===== config.mk =====
export PLATFORM = sky130hd
export DESIGN_NAME = kv_request_frame_checker_unit_flat
export DESIGN_NICKNAME = d
export VERILOG_FILES = /design/src/kvfc_pkg.sv /design/src/kvfc_in_if.sv /design/src/kvfc_out_if.sv /design/src/kvfc_parser.sv /design/src/kv_request_frame_checker_unit.sv /design/src/flat_wrapper.sv
export SDC_FILE = /design/constraint.sdc
export NUM_CORES = 1
export LEC_CHECK = 0
export CAP_MARGIN = 30
export CORE_MARGIN = 5
export CORE_UTILIZATION = 55
export CTS_BUF_LIST = sky130_fd_sc_hd__clkbuf_16
export DETAILED_ROUTE_END_ITERATION = 8
export DONT_BUFFER_PORTS = 1
export HOLD_SLACK_MARGIN = 0.15
export PLACE_DENSITY = 0.73
export SYNTH_ARGS = -nofsm -noshare
export SYNTH_HDL_FRONTEND = slang
export SYNTH_HIERARCHICAL = 1
export SYNTH_SLANG_ARGS = --single-unit
export TNS_END_PERCENT = 5

===== constraint.sdc =====
create_clock -name i_clk -period 4.99 [get_ports i_clk]
set_input_delay 0.2495 -clock i_clk [delete_from_list [all_inputs] [get_ports i_clk]]
set_output_delay 0.2495 -clock i_clk [all_outputs]
set_load 0.01 [all_outputs]

===== src/kvfc_pkg.sv =====
// Package of the key-value request frame checker: widths, codes and item types.
// Depends on nothing; every other file of the block but kvfc_in_if imports it.
package kvfc_pkg;

    // Width of the length accumulator and of the body counters.
    localparam int LENGTH_WIDTH = 24;
    // Fixed width of the length fields in a result item.
    localparam int FIELD_W = 24;
    // Width of the length product before saturation (times ten needs four more bits).
    localparam int PROD_W = LENGTH_WIDTH + 4;

    localparam logic [LENGTH_WIDTH-1:0] LEN_MAX = '1;

    typedef enum logic [3:0] {
        PH_CMD  = 4'b0001,
        PH_LEN  = 4'b0010,
        PH_BODY = 4'b0100,
        PH_HALT = 4'b1000
    } t_phase;

    localparam logic [1:0] ROLE_HDR   = 2'd0;
    localparam logic [1:0] ROLE_KEY   = 2'd1;
    localparam logic [1:0] ROLE_VALUE = 2'd2;
    localparam logic [1:0] ROLE_NL    = 2'd3;

    localparam logic [1:0] KIND_GET = 2'd0;
    localparam logic [1:0] KIND_SET = 2'd1;
    localparam logic [1:0] KIND_DEL = 2'd2;

    localparam logic [2:0] EV_NONE  = 3'd0;
    localparam logic [2:0] EV_OK    = 3'd1;
    localparam logic [2:0] EV_BAD   = 3'd2;
    localparam logic [2:0] EV_LEN   = 3'd3;
    localparam logic [2:0] EV_CLOSE = 3'd4;

    localparam logic [23:0] WORD_GET = 24'h474554;
    localparam logic [23:0] WORD_SET = 24'h534554;
    localparam logic [23:0] WORD_DEL = 24'h44454C;

    localparam logic [7:0] CH_NUL   = 8'h00;
    localparam logic [7:0] CH_NL    = 8'h0A;
    localparam logic [7:0] CH_DIG0  = 8'h30;
    localparam logic [7:0] CH_DIG9  = 8'h39;

    localparam logic [2:0] CMD_LEN  = 3'd3;
    localparam logic [2:0] CMD_SAT  = 3'd4;
    localparam logic [1:0] NL_SAT   = 2'd2;

    typedef struct packed {
        logic [7:0] data_byte;
        logic       connection_start;
    } t_in_item;

    typedef struct packed {
        logic [7:0]         byte_out;
        logic [1:0]         byte_role;
        logic [1:0]         request_kind;
        logic [2:0]         frame_event;
        logic [FIELD_W-1:0] key_length;
        logic [FIELD_W-1:0] value_length;
    } t_out_item;

endpackage


===== src/kvfc_in_if.sv =====
// Input channel of the frame checker: one received byte per item.
// Depends on no other file.
interface kvfc_in_if;
    logic       valid;
    logic       ready;
    logic [7:0] data_byte;
    logic       connection_start;

    modport source (output valid, output data_byte, output connection_start, input ready);
    modport sink (input valid, input data_byte, input connection_start, output ready);
endinterface


===== src/kvfc_out_if.sv =====
// Result channel of the frame checker: one checked byte with its role and event per item.
// Depends on kvfc_pkg for the length field width.
interface kvfc_out_if;
    import kvfc_pkg::*;

    logic               valid;
    logic               ready;
    logic [7:0]         byte_out;
    logic [1:0]         byte_role;
    logic [1:0]         request_kind;
    logic [2:0]         frame_event;
    logic [FIELD_W-1:0] key_length;
    logic [FIELD_W-1:0] value_length;

    modport source (output valid, output byte_out, output byte_role, output request_kind,
                    output frame_event, output key_length, output value_length, input ready);
    modport sink (input valid, input byte_out, input byte_role, input request_kind,
                  input frame_event, input key_length, input value_length, output ready);
endinterface


===== src/kvfc_parser.sv =====
// Parser state and per-byte decision logic of the frame checker.
// Depends on kvfc_pkg; the state advances on every cycle that i_step is high.
module kvfc_parser (
    input  logic                i_clk,
    input  logic                i_rst_n,
    input  logic                i_step,
    input  kvfc_pkg::t_in_item  i_item,
    output kvfc_pkg::t_out_item o_result
);
    import kvfc_pkg::*;

    t_phase                  r_phase, n_phase, c_phase;
    logic [23:0]             r_chars, n_chars, c_chars;
    logic [2:0]              r_count, n_count, c_count;
    logic [LENGTH_WIDTH-1:0] r_len, n_len, c_len;
    logic [LENGTH_WIDTH-1:0] r_pos, n_pos, c_pos;
    logic [1:0]              r_nlc, n_nlc, c_nlc;
    logic [LENGTH_WIDTH-1:0] r_first, n_first, c_first;
    logic                    r_null, n_null, c_null;

    logic [7:0]              b;
    logic                    is_nl;
    logic                    cmd_valid;
    logic [1:0]              cmd_kind;
    logic [PROD_W-1:0]       prod;
    logic [LENGTH_WIDTH:0]   pos_inc;
    logic                    last;
    logic [LENGTH_WIDTH-1:0] vlen;

    assign b     = i_item.data_byte;
    assign is_nl = (b == CH_NL);

    always_comb begin
        // A connection start clears all state before the byte is looked at.
        if (i_item.connection_start) begin
            c_phase = PH_CMD;
            c_chars = '0;
            c_count = '0;
            c_len   = '0;
            c_pos   = '0;
            c_nlc   = '0;
            c_first = '0;
            c_null  = 1'b0;
        end else begin
            c_phase = r_phase;
            c_chars = r_chars;
            c_count = r_count;
            c_len   = r_len;
            c_pos   = r_pos;
            c_nlc   = r_nlc;
            c_first = r_first;
            c_null  = r_null;
        end
    end

    always_comb begin
        cmd_valid = 1'b0;
        cmd_kind  = KIND_GET;
        if (c_count == CMD_LEN) begin
            if (c_chars == WORD_GET) begin
                cmd_valid = 1'b1;
                cmd_kind  = KIND_GET;
            end else if (c_chars == WORD_SET) begin
                cmd_valid = 1'b1;
                cmd_kind  = KIND_SET;
            end else if (c_chars == WORD_DEL) begin
                cmd_valid = 1'b1;
                cmd_kind  = KIND_DEL;
            end
        end
    end

    // Length accumulator step: len * 10 + digit, as two shifts and two adds.
    assign prod = (PROD_W'(c_len) << 3) + (PROD_W'(c_len) << 1)
                + PROD_W'(4'(b - CH_DIG0));
    assign pos_inc = {1'b0, c_pos} + (LENGTH_WIDTH+1)'(1);
    assign last    = (pos_inc >= {1'b0, c_len});

    always_comb begin
        n_phase = c_phase;
        n_chars = c_chars;
        n_count = c_count;
        n_len   = c_len;
        n_pos   = c_pos;
        n_nlc   = c_nlc;
        n_first = c_first;
        n_null  = c_null;
        vlen    = '0;

        o_result.byte_out     = b;
        o_result.byte_role    = ROLE_HDR;
        o_result.request_kind = KIND_GET;
        o_result.frame_event  = EV_NONE;
        o_result.key_length   = '0;
        o_result.value_length = '0;

        case (c_phase)
            PH_CMD: begin
                if (b == CH_NUL) begin
                    o_result.frame_event = EV_BAD;
                    n_phase = PH_HALT;
                end else if (is_nl) begin
                    if (cmd_valid) begin
                        o_result.request_kind = cmd_kind;
                        n_phase = PH_LEN;
                    end else begin
                        o_result.frame_event = EV_BAD;
                        n_phase = PH_HALT;
                    end
                end else begin
                    if (c_count < CMD_LEN) begin
                        n_chars = {c_chars[15:0], b};
                    end
                    if (c_count < CMD_SAT) begin
                        n_count = c_count + 3'd1;
                    end
                end
            end
            PH_LEN: begin
                o_result.request_kind = cmd_kind;
                if (is_nl) begin
                    if (c_len == '0) begin
                        o_result.frame_event = EV_CLOSE;
                        n_phase = PH_HALT;
                    end else begin
                        n_phase = PH_BODY;
                    end
                end else if (b < CH_DIG0 || b > CH_DIG9) begin
                    o_result.frame_event = EV_BAD;
                    n_phase = PH_HALT;
                end else if (prod > PROD_W'(LEN_MAX)) begin
                    n_len = LEN_MAX;
                end else begin
                    n_len = prod[LENGTH_WIDTH-1:0];
                end
            end
            PH_BODY: begin
                o_result.request_kind = cmd_kind;
                if (is_nl) begin
                    o_result.byte_role = ROLE_NL;
                    if (c_nlc == 2'd0) begin
                        n_first = c_pos;
                    end
                    if (c_nlc < NL_SAT) begin
                        n_nlc = c_nlc + 2'd1;
                    end
                end else if (c_nlc == 2'd0) begin
                    o_result.byte_role = ROLE_KEY;
                end else begin
                    o_result.byte_role = ROLE_VALUE;
                end
                if (b == CH_NUL) begin
                    n_null = 1'b1;
                end
                // The position never passes the length, so the carry bit is always clear.
                n_pos = pos_inc[LENGTH_WIDTH-1:0];
                vlen  = c_len - n_first - LENGTH_WIDTH'(2);

                if (is_nl && n_nlc == NL_SAT && !last) begin
                    o_result.frame_event = EV_LEN;
                    n_phase = PH_HALT;
                end else if (last) begin
                    if (!is_nl) begin
                        o_result.frame_event = EV_LEN;
                        n_phase = PH_HALT;
                    end else if (n_null) begin
                        o_result.frame_event = EV_BAD;
                        n_phase = PH_HALT;
                    end else if (cmd_kind != KIND_SET && n_nlc > 2'd1) begin
                        o_result.frame_event = EV_BAD;
                        n_phase = PH_HALT;
                    end else if (cmd_kind == KIND_SET && n_first == c_pos) begin
                        o_result.frame_event = EV_BAD;
                        n_phase = PH_HALT;
                    end else begin
                        o_result.frame_event = EV_OK;
                        o_result.key_length  = FIELD_W'(32'(n_first));
                        if (cmd_kind == KIND_SET) begin
                            o_result.value_length = FIELD_W'(32'(vlen));
                        end
                        n_phase = PH_CMD;
                        n_chars = '0;
                        n_count = '0;
                        n_len   = '0;
                        n_pos   = '0;
                        n_nlc   = '0;
                        n_first = '0;
                        n_null  = 1'b0;
                    end
                end
            end
            default: begin
                // Halted: the byte passes with the header role and no event.
            end
        endcase
    end

    always_ff @(posedge i_clk) begin
        if (!i_rst_n) begin
            r_phase <= PH_CMD;
            r_chars <= '0;
            r_count <= '0;
            r_len   <= '0;
            r_pos   <= '0;
            r_nlc   <= '0;
            r_first <= '0;
            r_null  <= 1'b0;
        end else if (i_step) begin
            r_phase <= n_phase;
            r_chars <= n_chars;
            r_count <= n_count;
            r_len   <= n_len;
            r_pos   <= n_pos;
            r_nlc   <= n_nlc;
            r_first <= n_first;
            r_null  <= n_null;
        end
    end

`ifndef SYNTHESIS
    a_ok_restarts: assert property (@(posedge i_clk) disable iff (!i_rst_n)
        i_step && o_result.frame_event == EV_OK |=> r_phase == PH_CMD)
        else $error("ok event did not return the parser to the command phase");

    a_error_halts: assert property (@(posedge i_clk) disable iff (!i_rst_n)
        i_step && (o_result.frame_event == EV_BAD || o_result.frame_event == EV_LEN
                   || o_result.frame_event == EV_CLOSE) |=> r_phase == PH_HALT)
        else $error("error or close event did not halt the parser");

    a_role_in_body: assert property (@(posedge i_clk) disable iff (!i_rst_n)
        o_result.byte_role != ROLE_HDR |-> c_phase == PH_BODY)
        else $error("body role given outside the body phase");

    a_pos_bound: assert property (@(posedge i_clk) disable iff (!i_rst_n)
        r_pos <= r_len)
        else $error("body position passed the body length");

    a_value_set_only: assert property (@(posedge i_clk) disable iff (!i_rst_n)
        o_result.value_length != '0 |-> o_result.frame_event == EV_OK
                                         && o_result.request_kind == KIND_SET)
        else $error("value length given without an ok event for SET");
`endif

endmodule


===== src/kv_request_frame_checker_unit.sv =====
// Key-value request frame checker, top level: input register, parser, result register.
// Path: an accepted item is held in the input register, its result in the result register.
// Throughput: one item per cycle unless the sink stalls; input register refills as it drains.
// Reset: synchronous, active low; clears both valid flags and the parser to the command phase.
// Depends on kvfc_pkg, kvfc_in_if, kvfc_out_if and kvfc_parser.
module kv_request_frame_checker_unit (
    input  logic            i_clk,
    input  logic            i_rst_n,
    kvfc_in_if.sink         i_req,
    kvfc_out_if.source      o_res
);
    import kvfc_pkg::*;

    // Input stage: holds one received byte until the parser can take it.
    logic      r_in_valid;
    t_in_item  r_in_item;
    // Result stage: holds the finished result item until the sink takes it.
    logic      r_out_valid;
    t_out_item r_out_item;

    t_out_item step_result;
    logic      out_free;
    logic      step;

    // The result register is free when it is empty or is being emptied this cycle.
    assign out_free = !r_out_valid || o_res.ready;
    // The parser handles the held byte exactly when its result can move on.
    assign step     = r_in_valid && out_free;
    // A new byte enters when the input register is empty or is handing its byte on.
    assign i_req.ready = !r_in_valid || step;

    kvfc_parser u_parser (
        .i_clk    (i_clk),
        .i_rst_n  (i_rst_n),
        .i_step   (step),
        .i_item   (r_in_item),
        .o_result (step_result)
    );

    always_ff @(posedge i_clk) begin
        if (!i_rst_n) begin
            r_in_valid  <= 1'b0;
            r_out_valid <= 1'b0;
        end else begin
            if (i_req.valid && i_req.ready) begin
                r_in_valid <= 1'b1;
            end else if (step) begin
                r_in_valid <= 1'b0;
            end
            if (step) begin
                r_out_valid <= 1'b1;
            end else if (o_res.ready) begin
                r_out_valid <= 1'b0;
            end
        end
    end

    // Payload registers carry no reset; the valid flags qualify them.
    always_ff @(posedge i_clk) begin
        if (i_req.valid && i_req.ready) begin
            r_in_item.data_byte        <= i_req.data_byte;
            r_in_item.connection_start <= i_req.connection_start;
        end
        if (step) begin
            r_out_item <= step_result;
        end
    end

    assign o_res.valid        = r_out_valid;
    assign o_res.byte_out     = r_out_item.byte_out;
    assign o_res.byte_role    = r_out_item.byte_role;
    assign o_res.request_kind = r_out_item.request_kind;
    assign o_res.frame_event  = r_out_item.frame_event;
    assign o_res.key_length   = r_out_item.key_length;
    assign o_res.value_length = r_out_item.value_length;

endmodule

===== src/flat_wrapper.sv =====
// flat-port wrapper written by rule: the top's interface ports become plain ports
module kv_request_frame_checker_unit_flat import kvfc_pkg::*;
  (i_clk, i_rst_n, i_req_valid, i_req_data_byte, i_req_connection_start, i_req_ready, o_res_valid, o_res_byte_out, o_res_byte_role, o_res_request_kind, o_res_frame_event, o_res_key_length, o_res_value_length, o_res_ready);
  kvfc_in_if i_req_i ();
  kvfc_out_if o_res_i ();
  input  logic i_clk;
  input  logic i_rst_n;
  input wire logic [$bits(i_req_i.valid)-1:0] i_req_valid;
  input wire logic [$bits(i_req_i.data_byte)-1:0] i_req_data_byte;
  input wire logic [$bits(i_req_i.connection_start)-1:0] i_req_connection_start;
  output wire logic [$bits(i_req_i.ready)-1:0] i_req_ready;
  output wire logic [$bits(o_res_i.valid)-1:0] o_res_valid;
  output wire logic [$bits(o_res_i.byte_out)-1:0] o_res_byte_out;
  output wire logic [$bits(o_res_i.byte_role)-1:0] o_res_byte_role;
  output wire logic [$bits(o_res_i.request_kind)-1:0] o_res_request_kind;
  output wire logic [$bits(o_res_i.frame_event)-1:0] o_res_frame_event;
  output wire logic [$bits(o_res_i.key_length)-1:0] o_res_key_length;
  output wire logic [$bits(o_res_i.value_length)-1:0] o_res_value_length;
  input wire logic [$bits(o_res_i.ready)-1:0] o_res_ready;
  assign i_req_i.valid = i_req_valid;
  assign i_req_i.data_byte = i_req_data_byte;
  assign i_req_i.connection_start = i_req_connection_start;
  assign i_req_ready = i_req_i.ready;
  assign o_res_valid = o_res_i.valid;
  assign o_res_byte_out = o_res_i.byte_out;
  assign o_res_byte_role = o_res_i.byte_role;
  assign o_res_request_kind = o_res_i.request_kind;
  assign o_res_frame_event = o_res_i.frame_event;
  assign o_res_key_length = o_res_i.key_length;
  assign o_res_value_length = o_res_i.value_length;
  assign o_res_i.ready = o_res_ready;
  kv_request_frame_checker_unit u_core (.i_clk(i_clk), .i_rst_n(i_rst_n), .i_req(i_req_i), .o_res(o_res_i));
endmodule

Yosys cells after proc, flatten, opt, wreduce, memory -nomap -nowiden --
Cells that the tools add are included. W data, S select, Z words.
Operators by class: reduce and logical (&&, ||, !) cells 19, order comparisons 8, bitwise logic cells 4, add/sub/neg operators 8, divide/modulo/power cells 0, muxes and demuxes 119, equality and inequality tests 12, multiply operators 0, shifts and indexed selects 0
Operators by type and width (number):
- $mux W24 | 40
- $mux W48 | 4
- $pmux W24 S2 | 2
- $eq A24 B23 Y1 const B | 3
- $mux W4 | 13
- $mux W51 | 1
- $mux W2 | 25
- $mux W3 | 14
- $add A27 B25 Y28 | 1
- $add A28 B4 Y28 | 1
- $gt A28 B24 Y1 const B | 1
- $add A24 B1 Y25 const B | 1
- $ge A25 B24 Y1 | 1
- $eq A24 B24 Y1 | 1
- $logic_not A24 Y1 | 1
- $sub A24 B2 Y24 const B | 1
- $sub A24 B24 Y24 | 1
- $mux W1 | 16
- $pmux W5 S3 | 1
- $pmux W4 S3 | 1
- $eq A8 B4 Y1 const B | 1
- $gt A8 B6 Y1 const B | 1
- $logic_not A8 Y1 | 1
- $lt A8 B6 Y1 const B | 1
- other kinds (24) | 37
Word-level totals: latch bits 0, output and inout bits 65, logic and storage cells 188, flip-flop bits (word level) 180, memory bits (read-only) 0, memories kept 0, RAM bits 0, input port bits 13

Longest topological paths before layout --
Gate-level depths: netlist (run 1).
depth in word-level cells 15, depth in mapped cells 26, mapped depth without buffers 19

By module --
Netlist (run 1), hierarchy kept.
Modules (own cells, without submodules):
- kvfc_parser | cells an instance 1284, area an instance 9606.7 µm², seq. area each 2122.0 µm², times used 1
- kv_request_frame_checker_unit | cells an instance 81, area an instance 2265.9 µm², seq. area each 2202.1 µm², times used 1

Least setup slack after synthesis (run 1) --
Ideal clock, no wire load.
path type reg-to-reg, from reg u_core/r_in_item[0] (netlist bit), to reg u_core.r_out_item, in the netlist u_core/o_res.value_length[0], data pin, arrival 4.798 ns, library setup time 0.269 ns, cell stages (with the launch flop) 24, slack -0.077 ns, period minus slack after synthesis 5.067 ns, path through edfxtp_1 -> clkbuf_1 -> clkbuf_1 -> buf_1 -> buf_1 -> nor2b_1 -> ha_1 -> inv_1 -> nor3_1 -> nand4_1 -> nor2_1 -> xnor2_1 -> nor2_1 -> ha_1 -> a211oi_1 -> o211ai_1 -> a21oi_1 -> a2111oi_0 -> o311ai_0 -> nand2_1 -> buf_2 -> nand4_1 -> clkbuf_1 -> nor3_1
On the way: cells in the longest elaborated chain, start to end 9, elaborated cells on any way between the ends 46, those cells by class 4 x add/sub; 3 x order compare; 9 x eq/ne; 20 x mux; 3 x bitwise; 7 x reduce/logical
Ends and longest elaborated chain:
- start: declaration | RTL line kv_request_frame_checker_unit.sv:16 | t_in_item r_in_item;
- branches (longest 9 deep; another with $sub A24 B24 Y24)
- end signal: assignment | RTL line kv_request_frame_checker_unit.sv:65 | r_out_item <= step_result;
- end: declaration | RTL line kv_request_frame_checker_unit.sv:19 | t_out_item r_out_item;
Several ways; the timed one is not identified. The select of a mux whose other input is x is not followed. A chain may end at the register's enable or synchronous reset.

Worst setup path in the final report (run 1) --
from reg u_core/r_in_item[0] (netlist bit), to reg u_core.r_out_item, in the netlist u_core/o_res.key_length[5], data pin
On the way: cells in the longest elaborated chain, start to end 9, elaborated cells on any way between the ends 43, those cells by class 2 x add/sub; 3 x order compare; 9 x eq/ne; 20 x mux; 2 x bitwise; 7 x reduce/logical
Ends and longest elaborated chain:
- branches (longest 9 deep; another with $add A24 B1 Y25)
Several ways; the timed one is not identified. The select of a mux whose other input is x is not followed.

==> flow_metrics.tcl, run 1 <==
set metrics [dict create \
    status "complete, no violations" \
    power.density_mw_per_mm2 238 \
    syn_area_mm2 0.0119 \
    cts_tree "yes" \
    syn_avg_cell_area_um2 8.70 \
    grt_start_max_net_pins 63 \
    nets 1503 \
    place_hpwl_um 22600 \
    multi_input_area_mm2 0.00691 \
    fillers 1781 \
    grt-ovfl-total 0 \
    whs_ns 0.257 \
    htree_levels 4 \
    cap_viol_max_count 0 \
    clkSinkCount 180 \
    crit_required_ns 5.18 \
    cts_root_buf "clkbuf_16" \
    relSlewSlack 0.363 \
    grt_pass1_vias 9509 \
    drtIter0Drc 932 \
    wl_um 31000 \
    ys.flop_type "dfxtp_1" \
    crit_fanout 17 \
    die_y_um 157 \
    drt_first_pass_iters 5 \
    hold_class "in2reg" \
    synth_enable_flop_cells 72 \
    dieArea_mm2 0.0246 \
    viasPerCell 6.13 \
    place_inst 1611 \
    drv_slew 0 \
    seq_area_mm2 0.00432 \
    setup_viol 0 \
    worstMarginPinSlew_ns 0.955 \
    start_util 0.561 \
    dp_slack_ns 0.0181 \
    crit_path_end_kind "flip-flop" \
    antenna_found_initial 0 \
    clk_latency_ns 0.44 \
    layout-drive-gt1-share 0.0759 \
    final_util 0.619 \
    routedWlPerCell_um 18.7 \
    fin_crit_sh 0.940 \
    die_w_um 157 \
    ys_async_sr_fraction 0 \
    fin_crit_ns 4.69 \
    final_cell_count_no_fill 1658 \
    dr_total_vias 10160 \
    ys_types 71 \
    area_growth_pct 10.4 \
    cts.clk_slew.worst_paths_ns 0.07 \
    timing.final.ws_setup_ns 0.298 \
    ys_ff_latch 180 \
    skew_ns 0.0111 \
    gp_congestion 0.917 \
    rows 53 \
    power_leakage_nw 5.77 \
    critPathKind "reg2reg" \
    clockBufferDepth 2 \
    core-area_mm2 0.0212 \
    grt_usage 0.249 \
    antenna_left 0 \
    max_freq_ghz 0.213 \
    syn_nets 1498 \
    syn_inst 1365 \
    synth_seq_area_share 0.364 \
    cts_buffers 17 \
    io_pins 78 \
    n_antenna_cell 0 \
    arrival_ns 4.88 \
    worstSetupStartpointType "flip-flop" \
    drc 0 \
    port_buffers 0 \
    peakVddDrop_v 0.000184 \
    yosysWarnings 6 \
    totalPowerFinal_w 0.00312 \
    grt_pass1_wl_um 49500 \
    hold_violations 0 \
]
where the power goes:
group / internal (W) / total [W] / leakage [nW] / switching (W)
sequential: 0.00156 / 0.00160 / 1.52 / 0.0000340
combinational: 0.0000377 / 0.000125 / 3.96 / 0.0000878
clock: 0.000793 / 0.00140 / 0.296 / 0.000604
metal layers:
layer  vias to the layer above  share of wire  routed length [µm]  global-route usage
li1                       4907              -                   -                   -
met1                      4837           0.45               13900               0.344
met2                       365           0.47               14500               0.401
met3                        51          0.057                1760              0.0399
met4                         0          0.026                 806              0.0806
met5                         -              0                   0                   0
cell usage after synthesis, types with 5 or more instances:
cell type  number  area (µm²)
a211oi_1        9        67.6
a21o_1         20         150
a21oi_1        73         365
a22o_1         24         210
a22oi_1        45         338
a31oi_1        10        62.6
and2_1         29         181
and3_1         10        62.6
and4_1          5        43.8
buf_4          10        75.1
clkbuf_1       59         221
dfxtp_1       108        2160
edfxtp_1       72        2160
ha_1          118        1480
inv_1          88         330
nand2_1       148         556
nand2b_1        7        43.8
nand3_1        33         165
nand4_1        15        93.8
nor2_1        154         578
nor2b_1        14        87.6
nor3_1         25         125
nor3b_1         5        37.5
nor4_1         20         125
o211ai_1       10        75.1
o21a_1          5        37.5
o21ai_0        36         180
o21ai_1        21         105
o221ai_1       26         228
or4_1           5        37.5
xnor2_1        29         254
xor2_1         56         490
sequential cells by signal, summed over array words and instances (netlist names), 3 cells and up:
signal	count
u_core/r_in_item	9
u_core/u_parser/r_len	24
u_core/u_parser/r_count	3
u_core/o_res.frame_event	3
u_core/u_parser/r_pos	24
u_core/u_parser/r_chars	24
u_core/o_res.value_length	24
u_core/o_res.key_length	24
u_core/u_parser/r_first	24
u_core/u_parser/r_phase	4
u_core/o_res.byte_out	8
layout by cell type, fill, tap and decap left out, types with 20 or more instances in the layout:
master	count
nand3_1	33
edfxtp_1	72
a21o_1	20
xor2_1	56
nor2_1	154
ha_1	118
o221ai_1	26
a22o_1	24
nand2_1	147
inv_1	88
o21ai_0	36
xnor2_1	29
o21ai_1	20
and2_1	29
nor3_1	22
a21oi_1	73
buf_4	49
a22oi_1	45
dfxtp_1	108
stage by stage:
step / setup TNS, ns / cell area, µm²
final: 0 / 13100
after global routing: -0.129 / 13100
after CTS: 0 / 13100
after detailed placement: 0 / 12300
after global placement: 0 / 12300
after floorplan: -0.0208 / 11900
final cells by class:
cell class,instances,area share
Tap cell,275,0.0263
Sequential cell,180,0.330
Multi-Input combinational cell,1016,0.527
Clock buffer,17,0.0325
Clock inverter,15,0.0134
Inverter,88,0.0252
Timing Repair Buffer,67,0.0457
critical path, stage by stage (launching register included):
cell and delay [ns]:
edfxtp_1 0.53, nor2b_1 0.25, ha_1 0.21, inv_1 0.04
nor3_1 0.18, buf_4 0.15, nand4_1 0.11, buf_4 0.19
nor2_1 0.11, xnor2_1 0.13, nor2_1 0.08, ha_1 0.35
a211oi_1 0.33, o211ai_1 0.15, a21oi_1 0.16, a2111oi_0 0.08
o311ai_1 0.27, buf_4 0.17, nand2_1 0.09, buf_4 0.21
and4_1 0.25, buf_4 0.20, and2_1 0.18
kinds of logic after synthesis:
group                    share of synthesized area
AO/OA/AOI/OAI                                0.188
XOR/XNOR                                    0.0627
adder cells (fa/ha/maj)                      0.128
buffers and inverters                       0.0595
flip-flops                                   0.364
multiplexers                               0.00337
AND/OR/NAND/NOR                              0.194
worst paths after layout:
path                                           startpoint                         end  slack [ns]  cells past startpoint
worst max-delay path                  u_core/r_in_item[0]  u_core/o_res.key_length[5]        0.30                     22
worst min-delay path                              i_rst_n  u_core/u_parser/r_chars[5]        0.26                      2
worst max register to register        u_core/r_in_item[0]  u_core/o_res.key_length[5]        0.30                     22
worst min register to register  u_core/u_parser/r_len[17]   u_core/u_parser/r_len[17]        0.46                      2
what timing repair did:
action,in CTS,in global routing
hold buffers,12,0
setup buffers,0,3
endpoints found under the setup margin,0,147
gates resized for setup,0,9
hold endpoints to repair,18,0
(Power assumes the default switching activity.)
==> inputs of run 2 (changes only) <==
ABC_AREA = 1   (was default)
CORE_MARGIN = 2   (was 5)
==> run 2 against run 1 <==
- clock skew rose by 0.0068 ns
- setup slack improved by 0.053 ns
- critical path depth grew 7
- synthesized area increased by 26%
- cell count rose by 54%
- hold slack lost 0.11 ns
- critical endpoint is now u_core/u_parser/r_len[10]
- sequential share of layout area decreased by 5.9 points
==> flow_metrics.tcl, run 2 <==
set metrics [dict create \
    routedWlPerCell_um 18.0 \
    netlist_top_cells_count "423 x nand2_1, 335 x inv_1, 284 x a21oi_1, 214 x nor2_1, 170 x o21ai_0" \
    layout_common_cells "423 x nand2_1, 336 x inv_1, 283 x a21oi_1" \
    synth_most_common_cell "nand2_1" \
    slowest_stage "edfxtp_1" \
    fin_crit_ns 4.64 \
    yosysTopAreaCell "dfxtp_1" \
    antenna_left 0 \
    cts_root_buf "clkbuf_16" \
    crit_required_ns 5.38 \
    drtIter0Drc 1853 \
    ys_top_cells_by_area "dfxtp_1 15%, edfxtp_1 15%, nand2_1 11%, ha_1 9.9%, a21oi_1 9.5%" \
    ys_async_sr_fraction 0 \
    viasPerCell 5.92 \
    drt_first_pass_iters 6 \
    met3_usage 0.0662 \
    synth_seq_area_share 0.290 \
    crit_top_cell "nand2_1" \
    critPathKind "reg2reg" \
    clockBufferDepth 2 \
    peakVddDrop_v 0.000174 \
    grt_start_max_net_pins 179 \
    place_inst 2513 \
    grt_pass1_wl_um 74000 \
    port_buffers 0 \
    crit_path_end_kind "flip-flop" \
    htree_levels 4 \
    cts_setup_buffers 0 \
    grt-busiest-layer "met2" \
    synth-simple-area-share 0.260 \
    ys_ff_latch 180 \
    skew_ns 0.0180 \
    synthAdderAreaFrac 0.102 \
    dieArea_mm2 0.0284 \
    die_y_um 169 \
    crit_fanout 34 \
    arrival_ns 5.03 \
    syn_inst 2245 \
    relSlewSlack 0.384 \
    nets 2338 \
    muxShareOfSynthArea 0.00336 \
    grt_pass1_vias 14243 \
    hold_violations 0 \
    syn_area_mm2 0.0149 \
    power_leakage_nw 7.71 \
    hold_class "in2reg" \
    cts.clk_slew.worst_paths_ns 0.08 \
    totalPowerFinal_w 0.00397 \
    area_growth_pct 7.18 \
    ys_types 55 \
    die_w_um 169 \
    grt-ovfl-total 0 \
    rows 60 \
    gp_congestion 1.01 \
    syn_avg_cell_area_um2 6.64 \
    timing.final.ws_setup_ns 0.351 \
    grt_usage 0.326 \
    start_util 0.556 \
    worstMarginPinSlew_ns 0.924 \
    antenna_found_initial 1 \
    final_cell_count_no_fill 2560 \
    ys.flop_type "dfxtp_1" \
    fin_crit_sh 0.930 \
    drc 0 \
    place_hpwl_um 32400 \
    synth_top_family_by_area "simple AND/OR/NAND/NOR gates" \
    clk_latency_ns 0.45 \
    syn_nets 2378 \
    layout_commonest_cell "nand2_1" \
    worstSetupStartpointType "flip-flop" \
    power.density_mw_per_mm2 248 \
    io_pins 78 \
    final_util 0.596 \
    cap_viol_max_count 0 \
    synth_compound_area_frac 0.195 \
    synth_enable_flop_cells 72 \
    synthXorXnorAreaFrac 0.0264 \
    dr_total_vias 15160 \
    max_freq_ghz 0.216 \
    cts_buffers 17 \
    core-area_mm2 0.0268 \
    clkSinkCount 180 \
    cts_tree "yes" \
    fillers 2552 \
    synth_top_area_share 0.145 \
    status "complete, no violations" \
    grtUsageMet1 0.430 \
    layout-drive-gt1-share 0.0500 \
    dp_slack_ns 0.0220 \
    setup_viol 0 \
    wl_um 46200 \
    slowest_delay_ns 0.43 \
    drv_slew 0 \
    yosysWarnings 6 \
    use_met2 0.521 \
]
[run 2: cells by family (layout without fill, tap and decap cells)]
family	count (synthesis)	after routing
AO/OA/AOI/OAI	540	540
XOR/XNOR	45	45
adder cells (fa/ha/maj)	120	120
buffers and inverters	452	425
flip-flops	180	180
multiplexers	5	5
other	0	1
AND/OR/NAND/NOR	903	903
[run 2: cell type report]
| cell class | count | area (µm²) | area share |
|---|---|---|---|
| antenna | 1 | 2.50 | 0.000157 |
| tap | 341 | 427 | 0.0267 |
| clock inverter | 14 | 163 | 0.0102 |
| inverter | 347 | 1310 | 0.0817 |
| sequential | 180 | 4320 | 0.271 |
| timing repair buffer | 46 | 515 | 0.0323 |
| multi-input combinational | 1613 | 8790 | 0.550 |
| clock buffer | 18 | 450 | 0.0282 |
[run 2: layer usage]
layer,vias to the layer above,part of all wire
li1,7350,-
met1,6964,0.43
met2,725,0.44
met3,119,0.087
met4,2,0.042
met5,-,0.00028
[run 2: per-stage QoR]
step                hold WS (ns)  setup TNS [ns]  cell area (µm²)
detailed placement         0.348               0            15200
finish                     0.143               0            16000
CTS                        0.152               0            15900
global placement           0.348               0            15100
floorplan                  0.348               0            14900
global route               0.159        -0.00322            16000
[run 2: repair_timing]
item | 4_1_cts | 5_1_grt
hold buffers | 13 | 0
cloned | 0 | 1
gates resized for setup | 1 | 6
endpoints found under the hold margin | 83 | 0
setup endpoints to repair | 3 | 78
[run 2: worst paths after layout]
check,start,endpoint,slack [ns],cells after the start
max,u_core/r_in_item[0],u_core/u_parser/r_len[10],0.35,29
min,i_rst_n,u_core/u_parser/r_len[2],0.14,4
max reg2reg,u_core/r_in_item[0],u_core/u_parser/r_len[10],0.35,29
min reg2reg,u_core/u_parser/r_chars[12],u_core/u_parser/r_chars[12],0.48,2
[run 2: report_power, final]
part	switching [W]	internal [W]
logic	0.000605	0.000291
registers	0.0000562	0.00161
clock network	0.000703	0.000704
[run 2: worst max-delay path: cells and delay by family (launching register included)]
kind / cells / cell delay [ns]
xor+xnor: 1 / 0.15
compound gates: 1 / 0.23
fa+ha+maj: 1 / 0.30
simple gates: 20 / 2.53
flops: 1 / 0.43
buf+inv: 6 / 0.90
==> inputs of run 3 (changes only) <==
ABC_AREA = default   (was 1)
==> run 3 against run 2 <==
- combinational power is 86% lower
- die area decreased by 20%
- fmax decreased by 2.4%
- final area is 18% lower
- non-clock buffer count up 34
- utilization up 2.8 points
- via count shrank 33%
- register-to-register slack got worse by 0.12 ns
- critical path type unchanged
- hold slack improved by 0.071 ns
==> flow_metrics.tcl, run 3 (synthesized netlist as in run 1, its figures left out) <==
set metrics [dict create \
    status "complete, no violations" \
    core-area_mm2 0.0211 \
    gp_congestion 0.932 \
    whs_ns 0.214 \
    io_pins 78 \
    port_buffers 0 \
    viasPerCell 6.09 \
    hold_violations 0 \
    final_cell_count_no_fill 1671 \
    n_antenna_cell 0 \
    cts.clk_slew.worst_paths_ns 0.07 \
    htree_levels 4 \
    peakVddDrop_v 0.000183 \
    setup_viol 0 \
    r2r_slack_ns 0.24 \
    start_util 0.563 \
    rows 53 \
    critPathKind "reg2reg" \
    layout_commonest_cell "nor2_1" \
    arrival_ns 4.93 \
    placed_area_mm2 0.0124 \
    clk_latency_ns 0.43 \
    area_growth_pct 10.9 \
    power.density_mw_per_mm2 228 \
    routedWlPerCell_um 18.4 \
    crit_path_end_kind "flip-flop" \
    fin_crit_ns 4.75 \
    layout-drive-gt1-share 0.0895 \
    layout_common_cells "154 x nor2_1, 146 x nand2_1, 118 x ha_1" \
    final_area_mm2 0.0132 \
    fin_crit_sh 0.953 \
    max_freq_ghz 0.210 \
    wl_um 30700 \
    clockBufferDepth 2 \
    power_leakage_nw 5.84 \
    worstSetupStartpointType "flip-flop" \
    worstMarginPinSlew_ns 0.964 \
    crit_required_ns 5.17 \
    grt-ovfl-total 0 \
    hold_class "in2reg" \
    grt_start_max_net_pins 68 \
    skew_ns 0.0182 \
    dr_total_vias 10173 \
    place_inst 1623 \
    grt_pass1_vias 9554 \
    fillers 1791 \
    cts_buffers 17 \
    path_cells "or4_1 > nor4_4 > and2_2 > nand2_1 > a21oi_1 > ha_1 > inv_1 > ha_1 > fa_1 > a211oi_1 > buf_4 > o211ai_1 > a21oi_1 > o211a_1 > nor3_2 > a2111oi_2 > o31ai_1 > xnor2_1 > nor2_1" \
    drv_slew 0 \
    die_w_um 151 \
    cts_tree "yes" \
    crit_fanout 5 \
    antenna_left 0 \
    rsz0062_at_grt "yes" \
    drt_first_pass_iters 5 \
    grt_pass1_wl_um 49300 \
    die_y_um 151 \
    cts_root_buf "clkbuf_16" \
    clkSinkCount 180 \
    antenna_found_initial 0 \
    drc 0 \
    grt_usage 0.273 \
    drtIter0Drc 1061 \
    slowest_stage "or4_1" \
    relSlewSlack 0.356 \
    cap_viol_max_count 0 \
    place_hpwl_um 22400 \
    slowest_delay_ns 0.59 \
    nets 1516 \
    dieArea_mm2 0.0228 \
]
## run 3: changes by cell type in the layout (fill, tap and decap cells not counted), sizes merged, moves of 73 or more
cell and delta:
nor2 -73, nand2 -279, a21oi -212, inv -255
nand3 -128, o21ai -118
## run 3: what timing repair did
item                                    CTS  global route
resized for setup                         0            14
endpoints found under the hold margin    18             0
endpoints found under the setup margin    0           147
hold buffers                             12             0
buffers inserted                          0             2
## run 3: final timing paths
kind	from	to	depth (start not counted)
min	i_rst_n	u_core/u_parser/r_chars[3]	2
max	u_core/r_in_item[3]	u_core/o_res.value_length[23]	19
max reg2reg	u_core/r_in_item[3]	u_core/o_res.value_length[23]	19
min reg2reg	u_core/u_parser/r_len[20]	u_core/u_parser/r_len[20]	2
## run 3: through the flow
| step | setup TNS, ns | setup slack (ns) | utilization | total power (W) |
|---|---|---|---|---|
| 5_1_grt | -1.31 | -0.0587 | 0.625 | 0.00310 |
| 3_5_place_dp | 0 | 0.0216 | 0.588 | 0.00175 |
| 6_report | 0 | 0.235 | 0.625 | 0.00301 |
| 4_1_cts | 0 | 0.0202 | 0.620 | 0.00303 |
| 2_1_floorplan | -0.0208 | -0.0208 | - | 0.00171 |
| 3_3_place_gp | 0 | 0.156 | 0.588 | 0.00174 |
## run 3: cell type report
| class | count | area [µm²] | area share |
|---|---|---|---|
| timing repair buffer | 80 | 686 | 0.0521 |
| clock inverter | 15 | 129 | 0.00979 |
| multi-input combinational | 1016 | 6930 | 0.526 |
| tap | 275 | 344 | 0.0261 |
| sequential | 180 | 4320 | 0.328 |
| clock buffer | 17 | 425 | 0.0323 |
| inverter | 88 | 330 | 0.0251 |
## run 3: critical path, delay by kind of cell (launching register included)
kind                       cells  cell delay, ns
adders and majority gates      3            0.81
and+or+nand+nor                6            1.45
AOI/OAI and AO/OA              7            1.48
buffers and inverters          2            0.20
xor gates and xnor gates       1            0.14
DFF                            1            0.40
## run 3: metal layers
layer  share of wire  vias to the layer above  track usage
met5               0                        -            0
met4           0.028                        0        0.103
met3           0.071                       55       0.0500
met2            0.45                      394        0.423
met1            0.45                     4782        0.379
li1                -                     4942            -
## run 3: power by group
part	internal (W)	switching [W]	total, W
Clock	0.000692	0.000590	0.00128
Sequential	0.00157	0.0000335	0.00160
Combinational	0.0000380	0.0000889	0.000127
Total	0.00230	0.000712	0.00301
